**src/rtl/nrp_pkg.sv**
```systemverilog
// Shared types and constants for the nonce range partitioner.
`default_nettype none
package nrp_pkg;

	// Configuration port geometry and register indexes.
	localparam int CFG_IDX_W  = 2;
	localparam int CFG_DATA_W = 16;

	localparam logic [CFG_IDX_W-1:0] REG_STRATEGY = 2'd0;
	localparam logic [CFG_IDX_W-1:0] REG_TOTAL    = 2'd1;
	localparam logic [CFG_IDX_W-1:0] REG_CPA      = 2'd2;

	// Chip ids are 16 bits, asic and local indexes 8 bits.
	localparam int ID_W   = 16;
	localparam int SUB_W  = 8;

	// Reciprocal of the chips per asic, ceil(2^RECIP_SHIFT / cpa); exact for 16-bit ids.
	localparam int RECIP_SHIFT = 24;
	localparam int RECIP_W     = RECIP_SHIFT + 1;

	// Configuration and the constants derived from it, shared with the datapath.
	typedef struct packed {
		logic                strategy;
		logic [ID_W-1:0]     total;
		logic [SUB_W-1:0]    cpa;
		logic                cpa_zero;
		logic [ID_W-1:0]     r_rem;
		logic [RECIP_W-1:0]  recip;
	} cfg_t;

	// Sequencer for the configuration-time divisions.
	typedef enum logic [1:0] {
		CALC_IDLE,
		CALC_TOTAL,
		CALC_RECIP
	} calc_state_t;

endpackage
`default_nettype wire

```
**src/rtl/nonce_range_partitioner.sv**
```systemverilog
// Top level of the nonce range partitioner: configuration block and query pipeline.
//
// Usage: software writes the strategy, the chip count and the chips per asic through
// the plain write port (cfg_wr_en, cfg_index, cfg_data) while no query is in flight.
// Each input beat on in_valid/in_stall names one chip, either by global id
// (mode 0) or by an asic and local index that are folded into a global id
// (mode 1). Each query yields exactly one output beat on out_valid/out_stall
// carrying the chip's slice of the nonce space, its asic and local indexes,
// and valid_res, which is low with all fields zero for an id at or above the chip count.
// The pipeline takes one beat per cycle while neither out_stall nor a running divider
// holds it off; its depth is the four register stages (id folding, the two multiplies,
// asic split and block start, range assembly). The block size, remainder and the
// chips-per-asic reciprocal come from a shared one-bit-per-cycle divider that runs after
// reset and after every write to the chip count or the chips per asic; while it runs
// in_stall is high. When the receiver asserts out_stall the output beat holds, the
// stages behind it fill up, and in_stall then rises.
`default_nettype none
module nonce_range_partitioner
	import nrp_pkg::*;
#(
	parameter int NONCE_BITS = 32
) (
	input  wire logic                  clk,
	input  wire logic                  arst_n,
	input  wire logic                  cfg_wr_en,
	input  wire logic [CFG_IDX_W-1:0]  cfg_index,
	input  wire logic [CFG_DATA_W-1:0] cfg_data,
	input  wire logic                  in_valid,
	output logic                       in_stall,
	input  wire logic                  mode,
	input  wire logic [ID_W-1:0]       chip_id,
	input  wire logic [SUB_W-1:0]      asic_id,
	input  wire logic [SUB_W-1:0]      local_id,
	output logic                       out_valid,
	input  wire logic                  out_stall,
	output logic                       valid_res,
	output logic [ID_W-1:0]            chip_index,
	output logic [SUB_W-1:0]           asic_index,
	output logic [SUB_W-1:0]           local_index,
	output logic [31:0]                range_start,
	output logic [31:0]                range_end,
	output logic [ID_W-1:0]            range_step
);

	// Live configuration plus derived constants; the derived constants are stable whenever busy is low.
	cfg_t                cfg;
	logic [NONCE_BITS:0] q_blk;
	logic                busy;

	nrp_cfg #(
		.NONCE_BITS(NONCE_BITS)
	) u_cfg (
		.clk       (clk),
		.arst_n    (arst_n),
		.cfg_wr_en (cfg_wr_en),
		.cfg_index (cfg_index),
		.cfg_data  (cfg_data),
		.cfg       (cfg),
		.q_blk     (q_blk),
		.busy      (busy)
	);

	// The query pipeline; it holds off new beats while the constants are rebuilt.
	nrp_pipe #(
		.NONCE_BITS(NONCE_BITS)
	) u_pipe (
		.clk           (clk),
		.arst_n        (arst_n),
		.cfg           (cfg),
		.q_blk         (q_blk),
		.busy          (busy),
		.in_valid      (in_valid),
		.in_stall      (in_stall),
		.mode          (mode),
		.chip_id       (chip_id),
		.asic_id       (asic_id),
		.local_id      (local_id),
		.out_valid     (out_valid),
		.out_stall     (out_stall),
		.valid_res     (valid_res),
		.chip_index    (chip_index),
		.asic_index    (asic_index),
		.local_index   (local_index),
		.range_start   (range_start),
		.range_end     (range_end),
		.range_step    (range_step)
	);

endmodule
`default_nettype wire

```
**src/rtl/nrp_div.sv**
```systemverilog
// Iterative restoring divider, one quotient bit per cycle, for configuration-time constants.
`default_nettype none
module nrp_div
	import nrp_pkg::*;
#(
	parameter int DW = 33
) (
	input  wire logic            clk,
	input  wire logic            arst_n,
	input  wire logic            start,
	input  wire logic [DW-1:0]   dividend,
	input  wire logic [ID_W-1:0] divisor,
	output logic                 done,
	output logic [DW-1:0]        quot,
	output logic [ID_W-1:0]      rem
);

	localparam int CW = $clog2(DW + 1);

	logic            busy_q;
	logic            done_q;
	logic [CW-1:0]   cnt_q;
	logic [DW-1:0]   quot_q;
	logic [ID_W-1:0] rem_q;
	logic [ID_W-1:0] div_q;

	logic [ID_W:0]   trial;
	logic            take;
	logic [ID_W:0]   diff;

	// The dividend shifts out of the top of quot_q while quotient bits shift in below.
	always_comb begin
		trial = {rem_q, quot_q[DW-1]};
		take  = (trial >= {1'b0, div_q});
		diff  = trial - {1'b0, div_q};
	end

	always_ff @(posedge clk or negedge arst_n) begin
		if (!arst_n) begin
			busy_q <= 1'b0;
			done_q <= 1'b0;
			cnt_q  <= '0;
		end else begin
			done_q <= 1'b0;
			if (start) begin
				busy_q <= 1'b1;
				cnt_q  <= CW'(DW);
			end else if (busy_q) begin
				cnt_q <= cnt_q - CW'(1);
				if (cnt_q == CW'(1)) begin
					busy_q <= 1'b0;
					done_q <= 1'b1;
				end
			end
		end
	end

	always_ff @(posedge clk) begin
		if (start) begin
			quot_q <= dividend;
			rem_q  <= '0;
			div_q  <= divisor;
		end else if (busy_q) begin
			quot_q <= {quot_q[DW-2:0], take};
			rem_q  <= take ? diff[ID_W-1:0] : trial[ID_W-1:0];
		end
	end

	assign done = done_q;
	assign quot = quot_q;
	assign rem  = rem_q;

endmodule
`default_nettype wire

```
**src/rtl/nrp_cfg.sv**
```systemverilog
// Configuration registers and the sequencer that derives block size and reciprocal.
`default_nettype none
module nrp_cfg
	import nrp_pkg::*;
#(
	parameter int NONCE_BITS = 32
) (
	input  wire logic                  clk,
	input  wire logic                  arst_n,
	input  wire logic                  cfg_wr_en,
	input  wire logic [CFG_IDX_W-1:0]  cfg_index,
	input  wire logic [CFG_DATA_W-1:0] cfg_data,
	output cfg_t                       cfg,
	output logic [NONCE_BITS:0]        q_blk,
	output logic                       busy
);

	localparam int QW = NONCE_BITS + 1;
	localparam int DW = (QW > RECIP_W) ? QW : RECIP_W;

	logic              strategy_q;
	logic [ID_W-1:0]   total_q;
	logic [SUB_W-1:0]  cpa_q;
	logic              dirty_q;
	logic [QW-1:0]     q_blk_q;
	logic [ID_W-1:0]   r_rem_q;
	logic [RECIP_W-1:0] recip_q;

	calc_state_t state_q, state_d;

	logic            div_start;
	logic [DW-1:0]   div_dividend;
	logic [ID_W-1:0] div_divisor;
	logic            div_done;
	logic [DW-1:0]   div_quot;
	logic [ID_W-1:0] div_rem;
	logic            cap_blk;
	logic            cap_recip;

	always_ff @(posedge clk or negedge arst_n) begin
		if (!arst_n) begin
			strategy_q <= 1'b0;
			total_q    <= ID_W'(1);
			cpa_q      <= SUB_W'(1);
		end else if (cfg_wr_en) begin
			unique case (cfg_index)
				REG_STRATEGY: strategy_q <= cfg_data[0];
				REG_TOTAL:    total_q    <= cfg_data[ID_W-1:0];
				REG_CPA:      cpa_q      <= cfg_data[SUB_W-1:0];
				default: ;
			endcase
		end
	end

	// Derived constants are stale from reset and after any write to total or cpa.
	always_ff @(posedge clk or negedge arst_n) begin
		if (!arst_n) begin
			dirty_q <= 1'b1;
		end else if (cfg_wr_en && (cfg_index == REG_TOTAL || cfg_index == REG_CPA)) begin
			dirty_q <= 1'b1;
		end else if (state_q == CALC_IDLE) begin
			dirty_q <= 1'b0;
		end
	end

	always_ff @(posedge clk or negedge arst_n) begin
		if (!arst_n) begin
			state_q <= CALC_IDLE;
		end else begin
			state_q <= state_d;
		end
	end

	always_comb begin
		state_d = state_q;
		unique case (state_q)
			CALC_IDLE:  if (dirty_q) state_d = CALC_TOTAL;
			CALC_TOTAL: if (div_done) state_d = CALC_RECIP;
			CALC_RECIP: if (div_done) state_d = CALC_IDLE;
			default:    state_d = CALC_IDLE;
		endcase
	end

	always_comb begin
		div_start    = 1'b0;
		div_dividend = DW'(1) << NONCE_BITS;
		div_divisor  = total_q;
		cap_blk      = 1'b0;
		cap_recip    = 1'b0;
		unique case (state_q)
			CALC_IDLE: begin
				div_start = dirty_q;
			end
			CALC_TOTAL: begin
				div_start    = div_done;
				div_dividend = DW'(1) << RECIP_SHIFT;
				div_divisor  = {{(ID_W-SUB_W){1'b0}}, cpa_q};
				cap_blk      = div_done;
			end
			CALC_RECIP: begin
				cap_recip = div_done;
			end
			default: ;
		endcase
	end

	nrp_div #(
		.DW(DW)
	) u_div (
		.clk      (clk),
		.arst_n   (arst_n),
		.start    (div_start),
		.dividend (div_dividend),
		.divisor  (div_divisor),
		.done     (div_done),
		.quot     (div_quot),
		.rem      (div_rem)
	);

	always_ff @(posedge clk) begin
		if (cap_blk) begin
			q_blk_q <= div_quot[QW-1:0];
			r_rem_q <= div_rem;
		end
		// Ceiling of the quotient gives the reciprocal used for the asic split.
		if (cap_recip) begin
			recip_q <= div_quot[RECIP_W-1:0] + RECIP_W'(div_rem != '0);
		end
	end

	always_comb begin
		cfg.strategy = strategy_q;
		cfg.total    = total_q;
		cfg.cpa      = cpa_q;
		cfg.cpa_zero = (cpa_q == '0);
		cfg.r_rem    = r_rem_q;
		cfg.recip    = recip_q;
	end

	assign q_blk = q_blk_q;
	assign busy  = dirty_q || (state_q != CALC_IDLE);

endmodule
`default_nettype wire

```
**src/rtl/nrp_pipe.sv**
```systemverilog
// Four-stage query datapath: id folding, multiplies, split and range assembly.
`default_nettype none
module nrp_pipe
	import nrp_pkg::*;
#(
	parameter int NONCE_BITS = 32
) (
	input  wire logic              clk,
	input  wire logic              arst_n,
	input  wire cfg_t              cfg,
	input  wire logic [NONCE_BITS:0] q_blk,
	input  wire logic              busy,
	input  wire logic              in_valid,
	output logic                   in_stall,
	input  wire logic              mode,
	input  wire logic [ID_W-1:0]   chip_id,
	input  wire logic [SUB_W-1:0]  asic_id,
	input  wire logic [SUB_W-1:0]  local_id,
	output logic                   out_valid,
	input  wire logic              out_stall,
	output logic                   valid_res,
	output logic [ID_W-1:0]        chip_index,
	output logic [SUB_W-1:0]       asic_index,
	output logic [SUB_W-1:0]       local_index,
	output logic [31:0]            range_start,
	output logic [31:0]            range_end,
	output logic [ID_W-1:0]        range_step
);

	localparam int QW  = NONCE_BITS + 1;
	localparam int IQW = ID_W + QW;
	localparam int RPW = ID_W + RECIP_W;
	localparam logic [63:0] SPACE_MAX = (64'd1 << NONCE_BITS) - 64'd1;

	logic v1_s1, v2_s2, v3_s3, v4_s4;
	logic en1, en2, en3, en4;

	logic [ID_W-1:0]  id_s1;

	logic [ID_W-1:0]  id_s2;
	logic             ok_s2;
	logic             lt_s2;
	logic [ID_W-1:0]  min_s2;
	logic [RPW-1:0]   rprod_s2;
	logic [IQW-1:0]   idq_s2;

	logic [ID_W-1:0]  id_s3;
	logic             ok_s3;
	logic             lt_s3;
	logic [ID_W-1:0]  asic_s3;
	logic [QW-1:0]    start_s3;

	logic             ok_s4;
	logic [ID_W-1:0]  id_s4;
	logic [SUB_W-1:0] asic_s4;
	logic [SUB_W-1:0] local_s4;
	logic [31:0]      start_s4;
	logic [31:0]      end_s4;
	logic [ID_W-1:0]  step_s4;

	logic [ID_W:0]       fold;
	logic [ID_W-1:0]     id_in;
	logic [ID_W+SUB_W-1:0] lmul;
	logic [ID_W-1:0]     local_full;
	logic [QW:0]         end_w;
	logic [63:0]         start_ext;
	logic [63:0]         end_ext;
	logic [63:0]         id_ext;

	// A stage advances when it is empty or the stage after it advances.
	assign en4      = !v4_s4 || !out_stall;
	assign en3      = !v3_s3 || en4;
	assign en2      = !v2_s2 || en3;
	assign en1      = !v1_s1 || en2;
	assign in_stall = !en1 || busy;

	always_ff @(posedge clk or negedge arst_n) begin
		if (!arst_n) begin
			v1_s1 <= 1'b0;
			v2_s2 <= 1'b0;
			v3_s3 <= 1'b0;
			v4_s4 <= 1'b0;
		end else begin
			if (en1) v1_s1 <= in_valid && !busy;
			if (en2) v2_s2 <= v1_s1;
			if (en3) v3_s3 <= v2_s2;
			if (en4) v4_s4 <= v3_s3;
		end
	end

	// Stage 1: resolve the global id.
	always_comb begin
		fold  = (ID_W+1)'(asic_id) * (ID_W+1)'(cfg.cpa) + (ID_W+1)'(local_id);
		id_in = mode ? fold[ID_W-1:0] : chip_id;
	end

	always_ff @(posedge clk) begin
		if (en1) id_s1 <= id_in;
	end

	// Stage 2: bounds check and the two multiplies.
	always_ff @(posedge clk) begin
		if (en2) begin
			id_s2    <= id_s1;
			ok_s2    <= (id_s1 < cfg.total);
			lt_s2    <= (id_s1 < cfg.r_rem);
			min_s2   <= (id_s1 < cfg.r_rem) ? id_s1 : cfg.r_rem;
			rprod_s2 <= RPW'(id_s1) * RPW'(cfg.recip);
			idq_s2   <= IQW'(id_s1) * IQW'(q_blk);
		end
	end

	// Stage 3: asic quotient and block start.
	always_ff @(posedge clk) begin
		if (en3) begin
			id_s3    <= id_s2;
			ok_s3    <= ok_s2;
			lt_s3    <= lt_s2;
			asic_s3  <= cfg.cpa_zero ? '0 : rprod_s2[RECIP_SHIFT +: ID_W];
			start_s3 <= QW'(idq_s2 + IQW'(min_s2));
		end
	end

	// Stage 4: local remainder, range end and final selection.
	always_comb begin
		lmul       = (ID_W+SUB_W)'(asic_s3) * (ID_W+SUB_W)'(cfg.cpa);
		local_full = id_s3 - lmul[ID_W-1:0];
		end_w      = {1'b0, start_s3} + {1'b0, q_blk} + (QW+1)'(lt_s3) - (QW+1)'(1);
		start_ext  = 64'(start_s3);
		end_ext    = 64'(end_w);
		id_ext     = 64'(id_s3);
	end

	always_ff @(posedge clk) begin
		if (en4) begin
			if (!ok_s3) begin
				ok_s4    <= 1'b0;
				id_s4    <= '0;
				asic_s4  <= '0;
				local_s4 <= '0;
				start_s4 <= '0;
				end_s4   <= '0;
				step_s4  <= '0;
			end else begin
				ok_s4    <= 1'b1;
				id_s4    <= id_s3;
				asic_s4  <= asic_s3[SUB_W-1:0];
				local_s4 <= local_full[SUB_W-1:0];
				if (cfg.strategy) begin
					start_s4 <= id_ext[31:0];
					end_s4   <= SPACE_MAX[31:0];
					step_s4  <= cfg.total;
				end else begin
					start_s4 <= start_ext[31:0];
					end_s4   <= end_ext[31:0];
					step_s4  <= ID_W'(1);
				end
			end
		end
	end

	assign out_valid   = v4_s4;
	assign valid_res   = ok_s4;
	assign chip_index  = id_s4;
	assign asic_index  = asic_s4;
	assign local_index = local_s4;
	assign range_start = start_s4;
	assign range_end   = end_s4;
	assign range_step  = step_s4;

endmodule
`default_nettype wire
```
**config.mk**
```make
export PLATFORM = sky130hd
export DESIGN_NAME = nonce_range_partitioner
export DESIGN_NICKNAME = d
export VERILOG_FILES = /design/src/rtl/nrp_pkg.sv /design/src/rtl/nonce_range_partitioner.sv /design/src/rtl/nrp_div.sv /design/src/rtl/nrp_cfg.sv /design/src/rtl/nrp_pipe.sv
export SDC_FILE = /design/constraint.sdc
export NUM_CORES = 2
export LEC_CHECK = 0
export ABC_AREA = 1
export BUFFER_PORTS_ARGS = -buffer_cell sky130_fd_sc_hd__buf_2
export CORE_MARGIN = 2
export CORE_UTILIZATION = 55
export CTS_CLUSTER_DIAMETER = 100
export DETAILED_ROUTE_END_ITERATION = 8
export PLACE_DENSITY_LB_ADDON = 0.05
export SLEW_MARGIN = 20
export SYNTH_ARGS = -nofsm -noshare
export SYNTH_HDL_FRONTEND = slang
export SYNTH_HIERARCHICAL = 1
export SYNTH_SLANG_ARGS = --single-unit
export TNS_END_PERCENT = 20
```
**constraint.sdc**
```tcl
create_clock -name clk -period 10.7 [get_ports clk]
set_input_delay 1.07 -clock clk [delete_from_list [all_inputs] [get_ports clk]]
set_output_delay 1.07 -clock clk [all_outputs]
set_load 0.03 [all_outputs]
```
==> results.md <==
* Status: finished clean
* DR vias/cell at 5.25
* Hold Crit Start: u_pipe/id_s2[2]
* Core Area at 88,500 um^2
* Clk sinks at 439
* Pin count of the biggest net entering global routing at 83
* First-pass GRT wire length at 215,000 um
* Height of the die at 303 um
* IO Pins at 171
* Vias at 37,800
* P&R area growth vs syn at 6.72%
* Max Clock Freq at 0.156 GHz
* Clk buf depth at 3
* CTS tree: built
* Yosys warning count at 6
* WP buf/inv at 6
* Post-DP HPWL at 104,000 um
* CP Capture Type: flip-flop
* Final period util at 0.598
* Detail Route Antenna Nets at 0
* Final setup fails at 0
* WP data arrival at 6.75 ns
* Final hold violations at 0
* TritonCTS Buffers at 47
* Mean Syn Cell Area at 8.27 um^2
* Crit-path leading delay family: adder cells
* Htree depth at 2
* Top cell by count, worst path: fa_1
* Total grt overflow at 0
* Layout cell share with drive strength beyond 1 at 0.0568
* Nets@finish at 7,034
* Skew-Pair Late Insertion Delay at 0.62 ns
* DRT iter0 DRCs at 3,096
* Worst path slowest cell: buf_4
* Reg2Reg Launch Point: u_pipe/id_s1[7]
* Setup repair bufs after CTS at 0
* Crit path largest cell delay at 0.67 ns
* Clock root buffer: clkbuf_16
* FILL cells at 8,125
* Port bufs at 170
* Critical Path, Cell by Cell: buf_4 -> nand2_1 -> fa_1 -> inv_1 -> fa_1 -> inv_1 -> fa_1 -> inv_1 -> fa_1 -> fa_1 -> inv_1 -> fa_1 -> inv_1 -> ha_1 -> a21oi_1 -> o21ai_0 -> nand2_1 -> a21oi_1 -> nor3_1 -> nand2_1 -> xor2_1
* Startpoint types: flip-flop
* # resized after CTS at 0
* Total GRT Usage at 0.308
* Initial antenna violation count at 2
* Rows at 109
* Min Tclk post-route at 6.40 ns
* Detailed Route WL at 139,000 um
* Die width at 303 um
* R2R Setup Slk at 4.30 ns
* RSZ-0062 raised after global routing: no
* Max-cap viol count at 0
* Critical path origin: u_pipe/id_s1[7]
* CP max FO at 53
* DRT Pass-1 Iters at 6
* Worst-Margin Slew at 1.12 ns
* Max Slew Vio Count at 0
* Die ar. at 91,800 um^2
* Rel. slew slack at 0.250
* Layout Skew at 0.0263 ns
* DRC Markers at 0
* GP Congestion at 0.933
* Initial Util at 0.556
* Mapped cell area at 49,200 um^2
* Wire per inst at 19.4 um
* Hold_buf cts at 0
* Vias in the first global route at 37,500
* Total negative slack at 0 ns
* CP Class: flip-flop to flip-flop
* Synth Instances at 5,948
* Worst min-delay path category: flip-flop to flip-flop
* WP data required at 11.05 ns
* Reg clk slew, reported paths at 0.06 ns
[worst paths after layout]
check	end	depth (start not counted)
setup / recovery	u_pipe/rprod_s2[29]	21
max in group asynchronous	u_cfg/state_q[1]	1
hold reg to reg	u_pipe/id_s3[2]	0
min in group asynchronous	u_cfg/total_q[11]	1
hold / removal	u_pipe/id_s3[2]	0
setup reg to reg	u_pipe/rprod_s2[29]	21
[layer usage]
layer | part of all wire | wire [um] | vias up | GRT usage
met3 | 0.068 | 9510 | 221 | 0.0448
met1 | 0.43 | 59800 | 18500 | 0.428
met5 | 0.000079 | 11 | - | 0
met4 | 0.029 | 4030 | 2 | 0.0884
li1 | - | - | 17800 | -
met2 | 0.47 | 66000 | 1316 | 0.506
[area by class of cell]
cell class,count,area [um^2],area share
Clock inverter,20,270,0.00515
Clock buffer,63,1270,0.0241
Sequential cell,439,12800,0.244
Tap cell,1165,1460,0.0278
Multi-Input combinational cell,3753,29700,0.566
Inverter,1555,5840,0.111
Timing Repair Buffer,204,1110,0.0211
Antenna cell,1,2.50,0.0000477
[metrics by stage]
step                      setup slack, ns  instances  area (um^2)  hold WS, ns   util
after floorplan                      3.78       5978        49300        0.400      -
after global placement               4.35       7116        50900        0.401  0.576
after detailed placement             4.33       7116        50900        0.405  0.576
after CTS                            4.31       7199        52500        0.418  0.593
after global routing                 4.00       7199        52500        0.425  0.593
final                                4.30       7200        52500        0.417  0.593
[flip-flops by register name, indices dropped and copies added, names as in the netlist, 25 cells and up]
name                cells
u_pipe/start_s3        32
u_cfg/q_blk            32
u_pipe/idq_s2          32
u_cfg/u_div/quot       33
u_pipe/range_end       32
u_pipe/range_start     32
u_cfg/recip_q          25
[placed cells by master (no fill, tap or decap), types with 6 or more instances in the layout]
cell and count:
a21boi_0 7, a21o_1 12, a21oi_1 166, a31oi_1 11, buf_2 170, buf_4 33
clkbuf_1 13, clkbuf_16 47, conb_1 31, dfrtp_1 37, dfxtp_1 16, edfxtp_1 383
fa_1 652, ha_1 326, inv_1 1548, inv_2 6, nand2_1 1615, nand2_2 12
nand3_1 178, nand3_2 6, nand3b_1 26, nand4_1 29, nor2_1 228, nor2_2 9
nor3_1 47, nor4_1 7, o21a_1 7, o21ai_0 159, o21ai_1 22, o21ai_2 8
o21bai_1 13, xnor2_1 49, xor2_1 81
Power is left out: the tool's default activity adds up to more than one toggle a clock period on the data nets, which glitch-free logic cannot reach.
